===== src/tsw_pkg.sv =====
// ----------------------------------------------------------------------------
// tsw_pkg: shared types and constants of the temperature smoother
// Widths, microcode word, micro-program and saturation helper.
// ----------------------------------------------------------------------------
package tsw_pkg;

    localparam int WINDOW_DEPTH = 8;
    localparam int TEMP_WIDTH   = 17;

    localparam int JUMP_W  = 16;
    localparam int WEIGHT_W = 9;
    localparam int WLEN_W  = 4;
    localparam int CFG_W   = 16;
    localparam int CFG_IDX_W = 2;

    localparam int LOG_D   = $clog2(WINDOW_DEPTH);
    localparam int SLOT_W  = (WINDOW_DEPTH > 1) ? LOG_D : 1;
    localparam int CNT_W   = $clog2(WINDOW_DEPTH + 1);
    localparam int SUM_W   = TEMP_WIDTH + LOG_D;
    localparam int ACC_W   = TEMP_WIDTH + WEIGHT_W + 1;
    localparam int DIV_CNT_W = $clog2(SUM_W + 1);
    localparam int ITER_W  = (CNT_W > DIV_CNT_W) ? CNT_W : DIV_CNT_W;
    localparam int LEN_CMP_W = CNT_W + WLEN_W;
    localparam int BLEND_SHIFT = 8;

    localparam logic [JUMP_W-1:0]   JUMP_RESET  = 16'd3840;
    localparam logic [WEIGHT_W-1:0] BLEND_RESET = 9'd77;
    localparam logic [WLEN_W-1:0]   WLEN_RESET  = 4'd5;
    localparam logic [WEIGHT_W-1:0] WEIGHT_FULL = 9'd256;

    typedef logic signed [TEMP_WIDTH-1:0] temp_t;
    typedef logic signed [ACC_W-1:0]      acc_t;

    localparam acc_t TEMP_MAX_EXT = {{(ACC_W-TEMP_WIDTH+1){1'b0}}, {(TEMP_WIDTH-1){1'b1}}};
    localparam acc_t TEMP_MIN_EXT = {{(ACC_W-TEMP_WIDTH+1){1'b1}}, {(TEMP_WIDTH-1){1'b0}}};

    typedef enum logic [CFG_IDX_W-1:0] {
        CFG_JUMP_LIMIT    = 2'd0,
        CFG_BLEND_WEIGHT  = 2'd1,
        CFG_WINDOW_LENGTH = 2'd2
    } cfg_idx_t;

    typedef enum logic [3:0] {
        OP_NOP, OP_FETCH, OP_SEED, OP_LIMIT, OP_READ, OP_SUM, OP_DIVINIT,
        OP_DIVSTEP, OP_MEAN, OP_MULA, OP_MULB, OP_BLEND, OP_EMIT
    } op_t;

    typedef enum logic [2:0] {
        C_NEXT, C_JUMP, C_WAIT_IN, C_IF_NONPOS, C_IF_SEEDED, C_IF_ITER_ZERO,
        C_LOOP, C_WAIT_OUT
    } cond_t;

    typedef enum logic [3:0] {
        S_FETCH, S_CHECK, S_ROUTE, S_SEED, S_LIMIT, S_PRIME, S_SUM, S_DIVINIT,
        S_DIVSTEP, S_MEAN, S_MULA, S_MULB, S_BLEND, S_EMIT
    } step_t;

    typedef struct packed {
        op_t   op;
        cond_t cond;
        step_t target;
    } ucode_t;

    typedef struct packed {
        logic in_fire;
        logic out_block;
        logic sample_pos;
        logic seeded;
        logic iter_zero;
        logic iter_last;
    } dp_status_t;

    // Micro-program: one control word per step
    function automatic ucode_t ucode_rom(input step_t pc);
        ucode_t w;
        unique case (pc)
            S_FETCH:   w = '{OP_FETCH,   C_WAIT_IN,      S_FETCH};
            S_CHECK:   w = '{OP_NOP,     C_IF_NONPOS,    S_EMIT};
            S_ROUTE:   w = '{OP_NOP,     C_IF_SEEDED,    S_LIMIT};
            S_SEED:    w = '{OP_SEED,    C_JUMP,         S_EMIT};
            S_LIMIT:   w = '{OP_LIMIT,   C_NEXT,         S_PRIME};
            S_PRIME:   w = '{OP_READ,    C_IF_ITER_ZERO, S_DIVINIT};
            S_SUM:     w = '{OP_SUM,     C_LOOP,         S_SUM};
            S_DIVINIT: w = '{OP_DIVINIT, C_NEXT,         S_DIVSTEP};
            S_DIVSTEP: w = '{OP_DIVSTEP, C_LOOP,         S_DIVSTEP};
            S_MEAN:    w = '{OP_MEAN,    C_NEXT,         S_MULA};
            S_MULA:    w = '{OP_MULA,    C_NEXT,         S_MULB};
            S_MULB:    w = '{OP_MULB,    C_NEXT,         S_BLEND};
            S_BLEND:   w = '{OP_BLEND,   C_NEXT,         S_EMIT};
            S_EMIT:    w = '{OP_EMIT,    C_WAIT_OUT,     S_FETCH};
            default:   w = '{OP_NOP,     C_JUMP,         S_FETCH};
        endcase
        return w;
    endfunction

    function automatic temp_t sat_temp(input acc_t v);
        temp_t r;
        if (v > TEMP_MAX_EXT)
        begin
            r = TEMP_MAX_EXT[TEMP_WIDTH-1:0];
        end
        else if (v < TEMP_MIN_EXT)
        begin
            r = TEMP_MIN_EXT[TEMP_WIDTH-1:0];
        end
        else
        begin
            r = v[TEMP_WIDTH-1:0];
        end
        return r;
    endfunction

endpackage


===== src/tsw_in_if.sv =====
// ----------------------------------------------------------------------------
// tsw_in_if: sample input channel
// Valid/ready channel carrying one raw temperature per transfer.
// ----------------------------------------------------------------------------
interface tsw_in_if;
    logic            valid;
    logic            ready;
    tsw_pkg::temp_t  sample_temp;

    modport source (output valid, output sample_temp, input ready);
    modport sink   (input valid, input sample_temp, output ready);
endinterface


===== src/tsw_out_if.sv =====
// ----------------------------------------------------------------------------
// tsw_out_if: smoothed output channel
// Valid/ready channel carrying one smoothed temperature per transfer.
// ----------------------------------------------------------------------------
interface tsw_out_if;
    logic            valid;
    logic            ready;
    tsw_pkg::temp_t  smoothed_temp;

    modport source (output valid, output smoothed_temp, input ready);
    modport sink   (input valid, input smoothed_temp, output ready);
endinterface


===== src/tsw_seq.sv =====
// ----------------------------------------------------------------------------
// tsw_seq: microcode sequencer
// Step counter, control store and conditional jump logic.
// ----------------------------------------------------------------------------
module tsw_seq (
    input  logic                 clk,
    input  logic                 rst_n,
    input  tsw_pkg::dp_status_t  st,
    output tsw_pkg::ucode_t      ctrl
);

    tsw_pkg::step_t pc_reg;
    tsw_pkg::step_t pc_next;
    tsw_pkg::step_t pc_inc;

    always_ff @(posedge clk or negedge rst_n)
    begin
        if (!rst_n)
        begin
            pc_reg <= tsw_pkg::S_FETCH;
        end
        else
        begin
            pc_reg <= pc_next;
        end
    end

    always_comb
    begin
        ctrl   = tsw_pkg::ucode_rom(pc_reg);
        pc_inc = tsw_pkg::step_t'(pc_reg + 4'd1);
        unique case (ctrl.cond)
            tsw_pkg::C_NEXT:         pc_next = pc_inc;
            tsw_pkg::C_JUMP:         pc_next = ctrl.target;
            tsw_pkg::C_WAIT_IN:      pc_next = st.in_fire ? pc_inc : pc_reg;
            tsw_pkg::C_IF_NONPOS:    pc_next = st.sample_pos ? pc_inc : ctrl.target;
            tsw_pkg::C_IF_SEEDED:    pc_next = st.seeded ? ctrl.target : pc_inc;
            tsw_pkg::C_IF_ITER_ZERO: pc_next = st.iter_zero ? ctrl.target : pc_inc;
            tsw_pkg::C_LOOP:         pc_next = st.iter_last ? pc_inc : ctrl.target;
            tsw_pkg::C_WAIT_OUT:     pc_next = st.out_block ? pc_reg : ctrl.target;
            default:                 pc_next = tsw_pkg::S_FETCH;
        endcase
    end

    // Input transfers happen only in the fetch step
    a_fetch_only: assert property (@(posedge clk) disable iff (!rst_n)
        st.in_fire |-> pc_reg == tsw_pkg::S_FETCH)
        else $error("input transfer outside fetch step");

    // A delivered result returns the program to fetch
    a_emit_return: assert property (@(posedge clk) disable iff (!rst_n)
        (pc_reg == tsw_pkg::S_EMIT && !st.out_block) |=> pc_reg == tsw_pkg::S_FETCH)
        else $error("emit step did not return to fetch");

endmodule


===== src/tsw_datapath.sv =====
// ----------------------------------------------------------------------------
// tsw_datapath: smoother datapath
// Registers, sample window, accumulator, serial divider and blend multiplier.
// ----------------------------------------------------------------------------
module tsw_datapath (
    input  logic                                 clk,
    input  logic                                 rst_n,
    input  logic                                 cfg_we,
    input  logic [tsw_pkg::CFG_IDX_W-1:0]        cfg_index,
    input  logic [tsw_pkg::CFG_W-1:0]            cfg_data,
    input  tsw_pkg::ucode_t                      ctrl,
    output tsw_pkg::dp_status_t                  st,
    tsw_in_if.sink                               in_ch,
    tsw_out_if.source                            out_ch
);

    // configuration
    logic [tsw_pkg::JUMP_W-1:0]   jump_reg;
    logic [tsw_pkg::WEIGHT_W-1:0] weight_reg;
    logic [tsw_pkg::WLEN_W-1:0]   wlen_reg;

    // control state
    tsw_pkg::temp_t               sm_reg, sm_next;
    logic                         seeded_reg, seeded_next;
    logic [tsw_pkg::CNT_W-1:0]    cnt_reg, cnt_next;
    logic [tsw_pkg::SLOT_W-1:0]   slot_reg, slot_next;
    logic [tsw_pkg::SLOT_W-1:0]   rd_reg, rd_next;
    logic [tsw_pkg::ITER_W-1:0]   iter_reg, iter_next;
    logic                         out_valid_reg, out_valid_next;

    // payload
    tsw_pkg::temp_t               sample_reg;
    tsw_pkg::acc_t                acc_reg, acc_next;
    logic [tsw_pkg::SUM_W-1:0]    quo_reg, quo_next;
    logic [tsw_pkg::CNT_W-1:0]    rem_reg, rem_next;
    logic                         neg_reg, neg_next;
    tsw_pkg::temp_t               mean_reg, mean_next;
    tsw_pkg::temp_t               out_data_reg;
    tsw_pkg::temp_t               rd_data_reg;
    tsw_pkg::temp_t               win_mem [tsw_pkg::WINDOW_DEPTH];

    logic                         in_fire, out_block, emit_load;
    logic                         mem_we, mem_re;
    tsw_pkg::temp_t               mem_wdata;

    tsw_pkg::acc_t                s_ext, sm_ext, jl_ext, hi_lim, lo_lim, lim_raw;
    tsw_pkg::temp_t               lim_val;
    logic [tsw_pkg::CNT_W-1:0]    len_eff;
    logic [tsw_pkg::CNT_W:0]      cnt_inc;
    logic [tsw_pkg::CNT_W-1:0]    cnt_upd;
    logic [tsw_pkg::SLOT_W-1:0]   slot_inc, rd_dec, slot_dec;
    tsw_pkg::acc_t                acc_mag;
    logic [tsw_pkg::CNT_W:0]      div_shift, div_diff;
    logic                         div_ge;
    tsw_pkg::temp_t               mean_mag;
    logic [tsw_pkg::WEIGHT_W-1:0] w_eff, w_comp, mul_w;
    tsw_pkg::temp_t               mul_x;
    tsw_pkg::acc_t                prod;

    assign in_ch.ready   = (ctrl.op == tsw_pkg::OP_FETCH);
    assign in_fire       = in_ch.valid && in_ch.ready;
    assign out_block     = out_valid_reg && !out_ch.ready;
    assign emit_load     = (ctrl.op == tsw_pkg::OP_EMIT) && !out_block;
    assign out_ch.valid  = out_valid_reg;
    assign out_ch.smoothed_temp = out_data_reg;

    assign st.in_fire    = in_fire;
    assign st.out_block  = out_block;
    assign st.sample_pos = !sample_reg[tsw_pkg::TEMP_WIDTH-1] && (sample_reg != '0);
    assign st.seeded     = seeded_reg;
    assign st.iter_zero  = (iter_reg == '0);
    assign st.iter_last  = (iter_reg == tsw_pkg::ITER_W'(1));

    // configuration writes
    always_ff @(posedge clk or negedge rst_n)
    begin
        if (!rst_n)
        begin
            jump_reg   <= tsw_pkg::JUMP_RESET;
            weight_reg <= tsw_pkg::BLEND_RESET;
            wlen_reg   <= tsw_pkg::WLEN_RESET;
        end
        else if (cfg_we)
        begin
            unique case (cfg_index)
                tsw_pkg::CFG_JUMP_LIMIT:    jump_reg   <= cfg_data[tsw_pkg::JUMP_W-1:0];
                tsw_pkg::CFG_BLEND_WEIGHT:  weight_reg <= cfg_data[tsw_pkg::WEIGHT_W-1:0];
                tsw_pkg::CFG_WINDOW_LENGTH: wlen_reg   <= cfg_data[tsw_pkg::WLEN_W-1:0];
                default:                    jump_reg   <= jump_reg;
            endcase
        end
    end

    // shared arithmetic
    always_comb
    begin
        s_ext   = tsw_pkg::ACC_W'(sample_reg);
        sm_ext  = tsw_pkg::ACC_W'(sm_reg);
        jl_ext  = $signed(tsw_pkg::ACC_W'(jump_reg));
        hi_lim  = sm_ext + jl_ext;
        lo_lim  = sm_ext - jl_ext;
        if (s_ext > hi_lim)
        begin
            lim_raw = hi_lim;
        end
        else if (s_ext < lo_lim)
        begin
            lim_raw = lo_lim;
        end
        else
        begin
            lim_raw = s_ext;
        end
        lim_val = tsw_pkg::sat_temp(lim_raw);

        // clamp window length to 1..depth
        if (wlen_reg == '0)
        begin
            len_eff = tsw_pkg::CNT_W'(1);
        end
        else if (tsw_pkg::LEN_CMP_W'(wlen_reg) > tsw_pkg::LEN_CMP_W'(tsw_pkg::WINDOW_DEPTH))
        begin
            len_eff = tsw_pkg::CNT_W'(tsw_pkg::WINDOW_DEPTH);
        end
        else
        begin
            len_eff = tsw_pkg::CNT_W'(wlen_reg);
        end
        cnt_inc = {1'b0, cnt_reg} + (tsw_pkg::CNT_W+1)'(1);
        cnt_upd = (cnt_inc > {1'b0, len_eff}) ? len_eff : cnt_inc[tsw_pkg::CNT_W-1:0];

        slot_inc = (slot_reg == tsw_pkg::SLOT_W'(tsw_pkg::WINDOW_DEPTH - 1))
                   ? '0 : slot_reg + tsw_pkg::SLOT_W'(1);
        slot_dec = (slot_reg == '0)
                   ? tsw_pkg::SLOT_W'(tsw_pkg::WINDOW_DEPTH - 1) : slot_reg - tsw_pkg::SLOT_W'(1);
        rd_dec   = (rd_reg == '0)
                   ? tsw_pkg::SLOT_W'(tsw_pkg::WINDOW_DEPTH - 1) : rd_reg - tsw_pkg::SLOT_W'(1);

        // one restoring division step: one quotient bit
        acc_mag   = acc_reg[tsw_pkg::ACC_W-1] ? -acc_reg : acc_reg;
        div_shift = {rem_reg, quo_reg[tsw_pkg::SUM_W-1]};
        div_diff  = div_shift - {1'b0, cnt_reg};
        div_ge    = (div_shift >= {1'b0, cnt_reg});
        mean_mag  = quo_reg[tsw_pkg::TEMP_WIDTH-1:0];

        // single blend multiplier, shared by both products
        w_eff  = (weight_reg > tsw_pkg::WEIGHT_FULL) ? tsw_pkg::WEIGHT_FULL : weight_reg;
        w_comp = tsw_pkg::WEIGHT_FULL - w_eff;
        mul_w  = (ctrl.op == tsw_pkg::OP_MULA) ? w_eff : w_comp;
        mul_x  = (ctrl.op == tsw_pkg::OP_MULA) ? mean_reg : sm_reg;
        prod   = $signed({1'b0, mul_w}) * mul_x;
    end

    // microcode decode
    always_comb
    begin
        sm_next     = sm_reg;
        seeded_next = seeded_reg;
        cnt_next    = cnt_reg;
        slot_next   = slot_reg;
        rd_next     = rd_reg;
        iter_next   = iter_reg;
        acc_next    = acc_reg;
        quo_next    = quo_reg;
        rem_next    = rem_reg;
        neg_next    = neg_reg;
        mean_next   = mean_reg;
        mem_we      = 1'b0;
        mem_re      = 1'b0;
        mem_wdata   = sample_reg;
        unique case (ctrl.op)
            tsw_pkg::OP_SEED:
            begin
                sm_next     = sample_reg;
                seeded_next = 1'b1;
                cnt_next    = tsw_pkg::CNT_W'(1);
                slot_next   = slot_inc;
                mem_we      = 1'b1;
            end
            tsw_pkg::OP_LIMIT:
            begin
                mem_we    = 1'b1;
                mem_wdata = lim_val;
                slot_next = slot_inc;
                cnt_next  = cnt_upd;
                acc_next  = tsw_pkg::ACC_W'(lim_val);
                rd_next   = slot_dec;
                iter_next = tsw_pkg::ITER_W'(cnt_upd) - tsw_pkg::ITER_W'(1);
            end
            tsw_pkg::OP_READ:
            begin
                mem_re  = 1'b1;
                rd_next = rd_dec;
            end
            tsw_pkg::OP_SUM:
            begin
                acc_next  = acc_reg + tsw_pkg::ACC_W'(rd_data_reg);
                mem_re    = 1'b1;
                rd_next   = rd_dec;
                iter_next = iter_reg - tsw_pkg::ITER_W'(1);
            end
            tsw_pkg::OP_DIVINIT:
            begin
                quo_next  = acc_mag[tsw_pkg::SUM_W-1:0];
                rem_next  = '0;
                neg_next  = acc_reg[tsw_pkg::ACC_W-1];
                iter_next = tsw_pkg::ITER_W'(tsw_pkg::SUM_W);
            end
            tsw_pkg::OP_DIVSTEP:
            begin
                rem_next  = div_ge ? div_diff[tsw_pkg::CNT_W-1:0]
                                   : div_shift[tsw_pkg::CNT_W-1:0];
                quo_next  = {quo_reg[tsw_pkg::SUM_W-2:0], div_ge};
                iter_next = iter_reg - tsw_pkg::ITER_W'(1);
            end
            tsw_pkg::OP_MEAN:  mean_next = neg_reg ? -mean_mag : mean_mag;
            tsw_pkg::OP_MULA:  acc_next  = prod;
            tsw_pkg::OP_MULB:  acc_next  = acc_reg + prod;
            tsw_pkg::OP_BLEND: sm_next   = tsw_pkg::sat_temp(acc_reg >>> tsw_pkg::BLEND_SHIFT);
            default:           mean_next = mean_reg;
        endcase

        if (emit_load)
        begin
            out_valid_next = 1'b1;
        end
        else if (out_ch.ready)
        begin
            out_valid_next = 1'b0;
        end
        else
        begin
            out_valid_next = out_valid_reg;
        end
    end

    always_ff @(posedge clk or negedge rst_n)
    begin
        if (!rst_n)
        begin
            sm_reg        <= '0;
            seeded_reg    <= 1'b0;
            cnt_reg       <= '0;
            slot_reg      <= '0;
            rd_reg        <= '0;
            iter_reg      <= '0;
            out_valid_reg <= 1'b0;
        end
        else
        begin
            sm_reg        <= sm_next;
            seeded_reg    <= seeded_next;
            cnt_reg       <= cnt_next;
            slot_reg      <= slot_next;
            rd_reg        <= rd_next;
            iter_reg      <= iter_next;
            out_valid_reg <= out_valid_next;
        end
    end

    always_ff @(posedge clk)
    begin
        if (in_fire)
        begin
            sample_reg <= in_ch.sample_temp;
        end
        if (emit_load)
        begin
            out_data_reg <= sm_reg;
        end
        acc_reg  <= acc_next;
        quo_reg  <= quo_next;
        rem_reg  <= rem_next;
        neg_reg  <= neg_next;
        mean_reg <= mean_next;
    end

    // sample window: one write port, one registered read port
    always_ff @(posedge clk)
    begin
        if (mem_we)
        begin
            win_mem[slot_reg] <= mem_wdata;
        end
        if (mem_re)
        begin
            rd_data_reg <= win_mem[rd_reg];
        end
    end

    a_unseeded_empty: assert property (@(posedge clk) disable iff (!rst_n)
        !seeded_reg |-> cnt_reg == '0)
        else $error("window holds entries before seeding");

    a_count_range: assert property (@(posedge clk) disable iff (!rst_n)
        seeded_reg |-> (cnt_reg != '0 && cnt_reg <= tsw_pkg::CNT_W'(tsw_pkg::WINDOW_DEPTH)))
        else $error("window entry count out of range");

    a_iter_live: assert property (@(posedge clk) disable iff (!rst_n)
        (ctrl.op == tsw_pkg::OP_SUM || ctrl.op == tsw_pkg::OP_DIVSTEP) |-> iter_reg != '0)
        else $error("loop step with exhausted iteration count");

    a_emit_load: assert property (@(posedge clk) disable iff (!rst_n)
        emit_load |=> (out_valid_reg && out_data_reg == $past(sm_reg)))
        else $error("result register not loaded with smoothed value");

endmodule


===== src/temperature_slew_window_ema_smoother.sv =====
// ----------------------------------------------------------------------------
// temperature_slew_window_ema_smoother: slew-limited moving-window smoother
// Top level: microcode sequencer driving the smoothing datapath.
// ----------------------------------------------------------------------------
// Takes one signed temperature per input transfer (1/256 degree C) and returns
// exactly one smoothed temperature per input transfer, in order. A sample at or
// below zero changes nothing and returns the current smoothed value (zero
// before the first positive sample). The first positive sample seeds the
// smoothed value and the window. Each later sample is clamped to within
// jump_limit of the smoothed value, pushed into a window of the last
// window_length samples (0 acts as 1, values above the window depth act as the
// depth), averaged with truncation toward zero, and blended as
// (w*mean + (256-w)*old) >>> 8, w = blend_weight capped at 256.
// One item at a time: no new sample is taken until the result of the last one
// has been loaded into the output register. The serial divider produces one
// quotient bit per step over the 20-bit window sum, and the window memory's
// single read port gives one entry per cycle. A result waiting in the output
// register while the sink stalls holds the sequencer in its emit step;
// configuration writes are taken any time and must only be issued while no
// item is in flight.
// ----------------------------------------------------------------------------
module temperature_slew_window_ema_smoother (
    input  logic                            clk,
    input  logic                            rst_n,
    input  logic                            cfg_we,
    input  logic [tsw_pkg::CFG_IDX_W-1:0]   cfg_index,
    input  logic [tsw_pkg::CFG_W-1:0]       cfg_data,
    tsw_in_if.sink                          in_ch,
    tsw_out_if.source                       out_ch
);

    // control word of the current step, and datapath flags fed back for jumps
    tsw_pkg::ucode_t     ctrl;
    tsw_pkg::dp_status_t st;

    // Step counter and control store: advance, hold or jump per control word
    tsw_seq u_seq (
        .clk   (clk),
        .rst_n (rst_n),
        .st    (st),
        .ctrl  (ctrl)
    );

    // Window, accumulator, divider and blend; transfers on both channels
    tsw_datapath u_datapath (
        .clk       (clk),
        .rst_n     (rst_n),
        .cfg_we    (cfg_we),
        .cfg_index (cfg_index),
        .cfg_data  (cfg_data),
        .ctrl      (ctrl),
        .st        (st),
        .in_ch     (in_ch),
        .out_ch    (out_ch)
    );

endmodule


===== src/flat_wrapper.sv =====
// flat-port wrapper written by rule: the top's interface ports become plain ports
module temperature_slew_window_ema_smoother_flat 
  (clk, rst_n, cfg_we, cfg_index, cfg_data, in_ch_valid, in_ch_sample_temp, in_ch_ready, out_ch_valid, out_ch_smoothed_temp, out_ch_ready);
  tsw_in_if in_ch_i ();
  tsw_out_if out_ch_i ();
  input  logic clk;
  input  logic rst_n;
  input  logic cfg_we;
  input  logic [tsw_pkg::CFG_IDX_W-1:0] cfg_index;
  input  logic [tsw_pkg::CFG_W-1:0] cfg_data;
  input wire logic [$bits(in_ch_i.valid)-1:0] in_ch_valid;
  input wire logic [$bits(in_ch_i.sample_temp)-1:0] in_ch_sample_temp;
  output wire logic [$bits(in_ch_i.ready)-1:0] in_ch_ready;
  output wire logic [$bits(out_ch_i.valid)-1:0] out_ch_valid;
  output wire logic [$bits(out_ch_i.smoothed_temp)-1:0] out_ch_smoothed_temp;
  input wire logic [$bits(out_ch_i.ready)-1:0] out_ch_ready;
  assign in_ch_i.valid = in_ch_valid;
  assign in_ch_i.sample_temp = in_ch_sample_temp;
  assign in_ch_ready = in_ch_i.ready;
  assign out_ch_valid = out_ch_i.valid;
  assign out_ch_smoothed_temp = out_ch_i.smoothed_temp;
  assign out_ch_i.ready = out_ch_ready;
  temperature_slew_window_ema_smoother u_core (.clk(clk), .rst_n(rst_n), .cfg_we(cfg_we), .cfg_index(cfg_index), .cfg_data(cfg_data), .in_ch(in_ch_i), .out_ch(out_ch_i));
endmodule

===== config.mk =====
export PLATFORM = sky130hd
export DESIGN_NAME = temperature_slew_window_ema_smoother_flat
export DESIGN_NICKNAME = d
export VERILOG_FILES = /design/src/tsw_pkg.sv /design/src/tsw_in_if.sv /design/src/tsw_out_if.sv /design/src/tsw_seq.sv /design/src/tsw_datapath.sv /design/src/temperature_slew_window_ema_smoother.sv /design/src/flat_wrapper.sv
export SDC_FILE = /design/constraint.sdc
export NUM_CORES = 1
export LEC_CHECK = 0
export ABC_CLOCK_PERIOD_IN_PS = 27000
export BUFFER_PORTS_ARGS = -buffer_cell sky130_fd_sc_hd__buf_2
export CAP_MARGIN = 40
export CORE_ASPECT_RATIO = 2
export CORE_MARGIN = 2
export CORE_UTILIZATION = 35
export CTS_CLUSTER_DIAMETER = 200
export DETAILED_ROUTE_END_ITERATION = 7
export PLACE_DENSITY = 0.47
export SYNTH_ARGS = -nofsm -noshare
export SYNTH_HDL_FRONTEND = slang
export SYNTH_HIERARCHICAL = 1
export SYNTH_SLANG_ARGS = --single-unit

===== constraint.sdc =====
create_clock -name clk -period 27 [get_ports clk]
set_clock_uncertainty 0.1 [all_clocks]
set_input_delay 5.4 -clock clk [delete_from_list [all_inputs] [get_ports clk]]
set_output_delay 5.4 -clock clk [all_outputs]
set_load 0.05 [all_outputs]

==> results of run 1 <==
per-stage QoR:
stage,util,std cells,hold WS [ns],setup slack [ns],cell area (sq um)
after floorplan,-,2491,0.323,17.44,25000
after global placement,0.372,3390,0.409,16.31,26300
after detailed placement,0.376,3418,0.415,16.32,26600
after CTS,0.390,3475,0.422,16.25,27600
after global routing,0.390,3477,0.430,15.28,27600
final,0.390,3477,0.428,16.19,27600
placed cells by master, fill, tap and decap left out, types with 13 or more instances in the layout:
cell type  count
o221ai_1      19
nor3_1        29
buf_4         54
nand2_1      253
a21o_1        39
o31ai_1       15
mux2i_1       24
and2_1        15
a21oi_1      164
xor2_1        40
xnor2_1       79
a31oi_1       13
mux2_2        38
edfxtp_1     256
clkbuf_16     31
mux4_2        37
o21a_1        15
fa_1         133
nor2_1       252
inv_1        238
or3_1         20
buf_2         64
dfrtp_1       56
o211ai_1      17
nor2b_1       23
nand3_1       25
ha_1         182
o21ai_0      167
nand2b_1      29
path summary, 6_finish.rpt:
| check | startpoint | end | slack [ns] |
|---|---|---|---|
| worst max-delay path | u_core/u_seq/pc_reg[0] | u_core/u_datapath/acc_reg[25] | 16.19 |
| worst min-delay path | u_core/u_datapath/jump_reg[10] | u_core/u_datapath/jump_reg[10] | 0.43 |
| worst max register to register | u_core/u_seq/pc_reg[0] | u_core/u_datapath/acc_reg[25] | 16.19 |
| worst min register to register | u_core/u_datapath/jump_reg[10] | u_core/u_datapath/jump_reg[10] | 0.43 |
| max in group asynchronous | rst_n | u_core/u_datapath/jump_reg[1] | 21.18 |
| min in group asynchronous | rst_n | u_core/u_datapath/iter_reg[1] | 4.55 |
critical path, delay by kind of cell (launching register included):
family          cells  cell delay, ns
xor+xnor            2            0.53
compound gates      9            2.32
buf+inv             7            1.36
simple gates        9            2.03
flops               1            0.54
fa+ha+maj           8            3.57
kinds of logic after synthesis:
| logic type | after synthesis | share of synthesized area |
|---|---|---|
| fa+ha+maj | 315 | 0.197 |
| mux | 100 | 0.0605 |
| buf+inv | 347 | 0.0549 |
| xor+xnor | 120 | 0.0423 |
| flops | 323 | 0.374 |
| compound gates | 570 | 0.143 |
| simple gates | 716 | 0.128 |
routing by layer:
| layer | wire length, um | part of all wire | global-route usage | vias up |
|---|---|---|---|---|
| met2 | 44400 | 0.55 | 0.426 | 478 |
| met5 | 0 | 0 | 0 | - |
| met4 | 5770 | 0.071 | 0.137 | 0 |
| met1 | 28400 | 0.35 | 0.233 | 9296 |
| met3 | 2470 | 0.031 | 0.0175 | 199 |
| li1 | - | - | - | 8880 |
synth_stat cells, types with 17 or more instances:
cell type,number,area share
xor2_1,40,0.014
nand2b_1,29,0.0072
inv_1,238,0.036
nor2_1,254,0.038
nand3_1,25,0.0050
o21ai_0,170,0.034
nand2_1,253,0.038
xnor2_1,79,0.028
ha_1,182,0.091
mux2_2,38,0.017
or3_1,20,0.0050
dfrtp_1,57,0.057
a21o_1,39,0.012
o221ai_1,19,0.0066
nor2b_1,23,0.0057
mux2i_1,24,0.0096
edfxtp_1,256,0.31
nor3_1,34,0.0068
o211ai_1,17,0.0051
a21oi_1,164,0.033
mux4_2,37,0.033
clkbuf_1,78,0.012
fa_1,133,0.11
area by class of cell:
cell class                 instances  share of cell area
clock buffer                      34              0.0288
clock inverter                    23             0.00724
inverter                         240              0.0326
multi-input combinational       1821               0.519
sequential                       323               0.339
tap                              910              0.0412
timing repair buffer             126              0.0314
==> run_results.csv, run 1 <==
group,metric,value,unit
status,outcome,"completed",
yosys,synth_nets,2846,
yosys,ys_warn_count,6,
global_routing,grt_overflow,0,
sta,clock.fmax,0.0925,GHz
drt,drt-vias-per-instance,5.42,
drt,vias,18853,
sta,final.setup.tns,0,ns
drt,post-route-drc-count,0,
finish,multi_input_area,14400,sq um
yosys,syn-instance-count,2491,
clock_tree,postCtsResizedCells,0,
floorplanning,die-width,193,um
finish,nNetsFinal,2898,
floorplanning,die_y,382,um
sta,slew_headroom,0.387,
floorplanning,initial_core_util,0.354,
clock_tree,holdBufCountCts,0,
global_routing,antenna_found_initial,0,
sta,fin_crit_sh,0.400,
critical_path,cp_common_cell,"inv_1",
sta,setup_violations,0,
yosys,synth_edf_count,256,
yosys,synthDistinctLibCells,87,
critical_path,slowest_delay,0.55,ns
floorplanning,die_area,73800,sq um
critical_path,critPathKind,"reg2reg",
global_routing,grt_pass1_wl,123000,um
yosys,synth_area,25000,sq um
min_path,hold_depth,2,
yosys,synth.yosys.seq_area_share,0.374,
yosys,ys_seq_elements,323,
global_routing,track_usage,0.224,
clock_tree,clock_sinks,323,
sta,grt_setup_unrepaired,"no",
clock_tree,cts_tree,"built",
floorplanning,ios,59,
clock_tree,cts_setup_buffers,0,
sta,slew_violations,0,
critical_path,worstPathMaxFanout,42,
placement,io_buffers,58,
placement,gp_congestion,0.908,
clock_tree,cts_made_buffers,31,
finish,ff_latch_area,9380,sq um
drt,antenna_left,0,
sta,fin_crit,10.81,ns
sta,worst_slew_pin_slew,0.917,ns
clock_tree,path_clk_slew,0.07,ns
critical_path,worst_ep_arrival_time,11.02,ns
critical_path,critPathCaptureType,"flip-flop",
finish,drive_gt1_frac,0.117,
critical_path,cp.required,27.21,ns
finish,antennaDiodeCount,0,
global_routing,grt_pass1_vias,19802,
yosys,async_reset_ff_frac,0.207,
floorplanning,design.core.area,70800,sq um
clock_tree,cts_htree_levels,1,
placement,dp_hpwl,64400,um
sta,hold_viol,0,
yosys,syn-mean-instance-area,10.1,sq um
critical_path,cpMaxStageDelayCell,"fa_1",
clock_tree,clk_latency,0.61,ns
global_routing,grt_start_max_net_pins,57,
finish,syn_to_final_growth,10.4,%
critical_path,start_kind,"flip-flop",
drt,routedWlPerCell,23.3,um
critical_path,ff2ff_path_depth,35,
finish,largest_register_ffs,136,
drt,detail_route.iter0.violations,1099,
yosys,synthFlopType,"edfxtp_1",
min_path,hp-class,"reg2reg",
finish,nFillCells,7063,
clock_tree,cts_max_path_buffers,3,
job,max_cap_viol_count,0,
floorplanning,rows,138,
drt,totalWireLength,81000,um
drt,dr.pass1.iters,6,
clock_tree,clockRootBuffer,"clkbuf_16",
Power of run 1 is left out: the tool's default activity adds up to more than one toggle a clock period on the data nets, which glitch-free logic cannot reach.
==> run 2: changes to the inputs <==
--- a/config.mk
+++ b/config.mk
@@ -5,7 +5,8 @@
 export SDC_FILE = /design/constraint.sdc
 export NUM_CORES = 1
 export LEC_CHECK = 0
-export ABC_CLOCK_PERIOD_IN_PS = 27000
+export ABC_AREA = 1
+export ABC_CLOCK_PERIOD_IN_PS = 11300
 export BUFFER_PORTS_ARGS = -buffer_cell sky130_fd_sc_hd__buf_2
 export CAP_MARGIN = 40
 export CORE_ASPECT_RATIO = 2
==> constraint.sdc (replaced) <==
create_clock -name clk -period 11.3 [get_ports clk]
set_clock_uncertainty 0.1 [all_clocks]
set_input_delay 2.26 -clock clk [delete_from_list [all_inputs] [get_ports clk]]
set_output_delay 2.26 -clock clk [all_outputs]
set_load 0.05 [all_outputs]
==> run_results.csv, run 2 <==
group,metric,value,unit
critical_path,cp.required,11.53,ns
clock_tree,cts_htree_levels,1,
sta,worst_slew_pin_slew,0.873,ns
yosys,synth_area,26500,sq um
critical_path,start_kind,"flip-flop",
clock_tree,path_clk_slew,0.07,ns
drt,antenna_left,0,
placement,gp_congestion,0.943,
floorplanning,die_y,393,um
critical_path,cp-startpoint,"u_core/u_seq/pc_reg[0]",
yosys,syn-mean-instance-area,7.97,sq um
floorplanning,design.core.area,75000,sq um
finish,nFillCells,7799,
global_routing,grt_start_max_net_pins,67,
min_path,min_from,"u_core/u_datapath/quo_reg[0]",
global_routing,track_usage,0.239,
placement,io_buffers,58,
critical_path,worstPathMaxFanout,29,
clock_tree,holdBufCountCts,0,
min_path,hp-class,"reg2reg",
critical_path,cp_top_family,"adder cells",
clock_tree,clockRootBuffer,"clkbuf_16",
finish,nNetsFinal,3728,
drt,post-route-drc-count,0,
global_routing,grt_pass1_vias,23301,
floorplanning,die-width,199,um
critical_path,regToRegStartpoint,"u_core/u_seq/pc_reg[0]",
floorplanning,die_area,78200,sq um
critical_path,ff2ff_path_depth,33,
job,max_cap_viol_count,0,
clock_tree,cts_tree,"built",
drt,detail_route.iter0.violations,1381,
floorplanning,ios,59,
sta,setup_violations,0,
sta,clock.fmax,0.0956,GHz
global_routing,grt_pass1_wl,140000,um
drt,drt-vias-per-instance,5.07,
critical_path,r2r_slack,0.84,ns
sta,slew_headroom,0.416,
drt,vias,22348,
critical_path,critPathKind,"reg2reg",
global_routing,antenna_found_initial,0,
finish,final_cell_mix,"nand2_1, inv_1, nor2_1",
drt,dr.pass1.iters,7,
yosys,synth_nets,3682,
drt,routedWlPerCell,21.0,um
critical_path,r2r-end,"u_core/u_datapath/acc_reg[22]",
sta,fin_crit_sh,0.926,
drt,totalWireLength,92600,um
clock_tree,cts_setup_buffers,0,
global_routing,grt_overflow,0,
critical_path,worst_ep_arrival_time,10.70,ns
placement,dp_hpwl,74200,um
critical_path,critPathCaptureType,"flip-flop",
sta,hold_viol,0,
critical_path,slowest_delay,0.68,ns
yosys,ys_warn_count,6,
finish,syn_to_final_growth,9.49,%
sta,slew_violations,0,
min_path,hold_depth,0,
finish,largest_register_ffs,136,
sta,grt_setup_unrepaired,"no",
min_path,whs_endpoint,"u_core/u_datapath/mean_reg[0]",
finish,antennaDiodeCount,0,
finish,drive_gt1_frac,0.0833,
status,outcome,"completed",
floorplanning,rows,142,
yosys,syn-instance-count,3327,
clock_tree,clk_latency,0.62,ns
critical_path,cpMaxStageDelayCell,"o21ai_0",
sta,final.setup.tns,0,ns
floorplanning,initial_core_util,0.354,
clock_tree,postCtsResizedCells,0,
clock_tree,clock_sinks,323,
critical_path,path_buf_inv,6,
finish,final_common_cell,"nand2_1",
sta,fin_crit,10.46,ns
clock_tree,cts_max_path_buffers,3,
clock_tree,cts_made_buffers,31,
[run 2: changes by cell type in the layout (fill, tap and decap cells not counted), sizes merged, moves of 37 or more]
cell and delta:
mux4 -37, nand3 +98, o21ai +126, xnor2 -61, nand2 +571, mux2 -38
nor2 +169, inv +244
[run 2: layout make-up]
class	instances	area [sq um]	area share
multi-input cells	2427	14900	0.513
flip-flops and latches	323	9380	0.323
inverters	488	1830	0.0631
well taps	1008	1260	0.0434
clock buffers	40	841	0.0289
repair buffers	102	663	0.0228
clock inverters	16	166	0.00573
[run 2: per-stage QoR]
step                setup slack [ns]  hold WS, ns  instances  instance area (sq um)  utilization
CTS                            0.905        0.382       4404                  29000        0.387
global placement               0.783        0.374       4343                  28000        0.373
detailed placement             0.919        0.367       4348                  28000        0.374
global route                  0.0777        0.414       4404                  29000        0.387
floorplan                       2.71        0.320       3327                  26500            -
finish                         0.836        0.381       4404                  29000        0.387
[run 2: routing by layer]
layer | GRT usage | up-vias | part of all wire
met5 | 0 | - | 0
met3 | 0.0144 | 222 | 0.025
met2 | 0.460 | 549 | 0.55
met4 | 0.148 | 0 | 0.071
met1 | 0.247 | 10705 | 0.36
li1 | - | 10872 | -
[run 2: worst max path at each step]
stage                                    end  slack [ns]  cells past startpoint
6_report       u_core/u_datapath/acc_reg[22]        0.84                     33
5_1_grt        u_core/u_datapath/acc_reg[23]        0.08                     40
4_1_cts        u_core/u_datapath/acc_reg[22]        0.91                     33
3_5_place_dp   u_core/u_datapath/acc_reg[22]        0.92                     33
3_3_place_gp   u_core/u_datapath/acc_reg[24]        0.78                     37
2_1_floorplan  u_core/u_datapath/acc_reg[26]        2.71                     51
Power of run 2 is left out for the same reason.
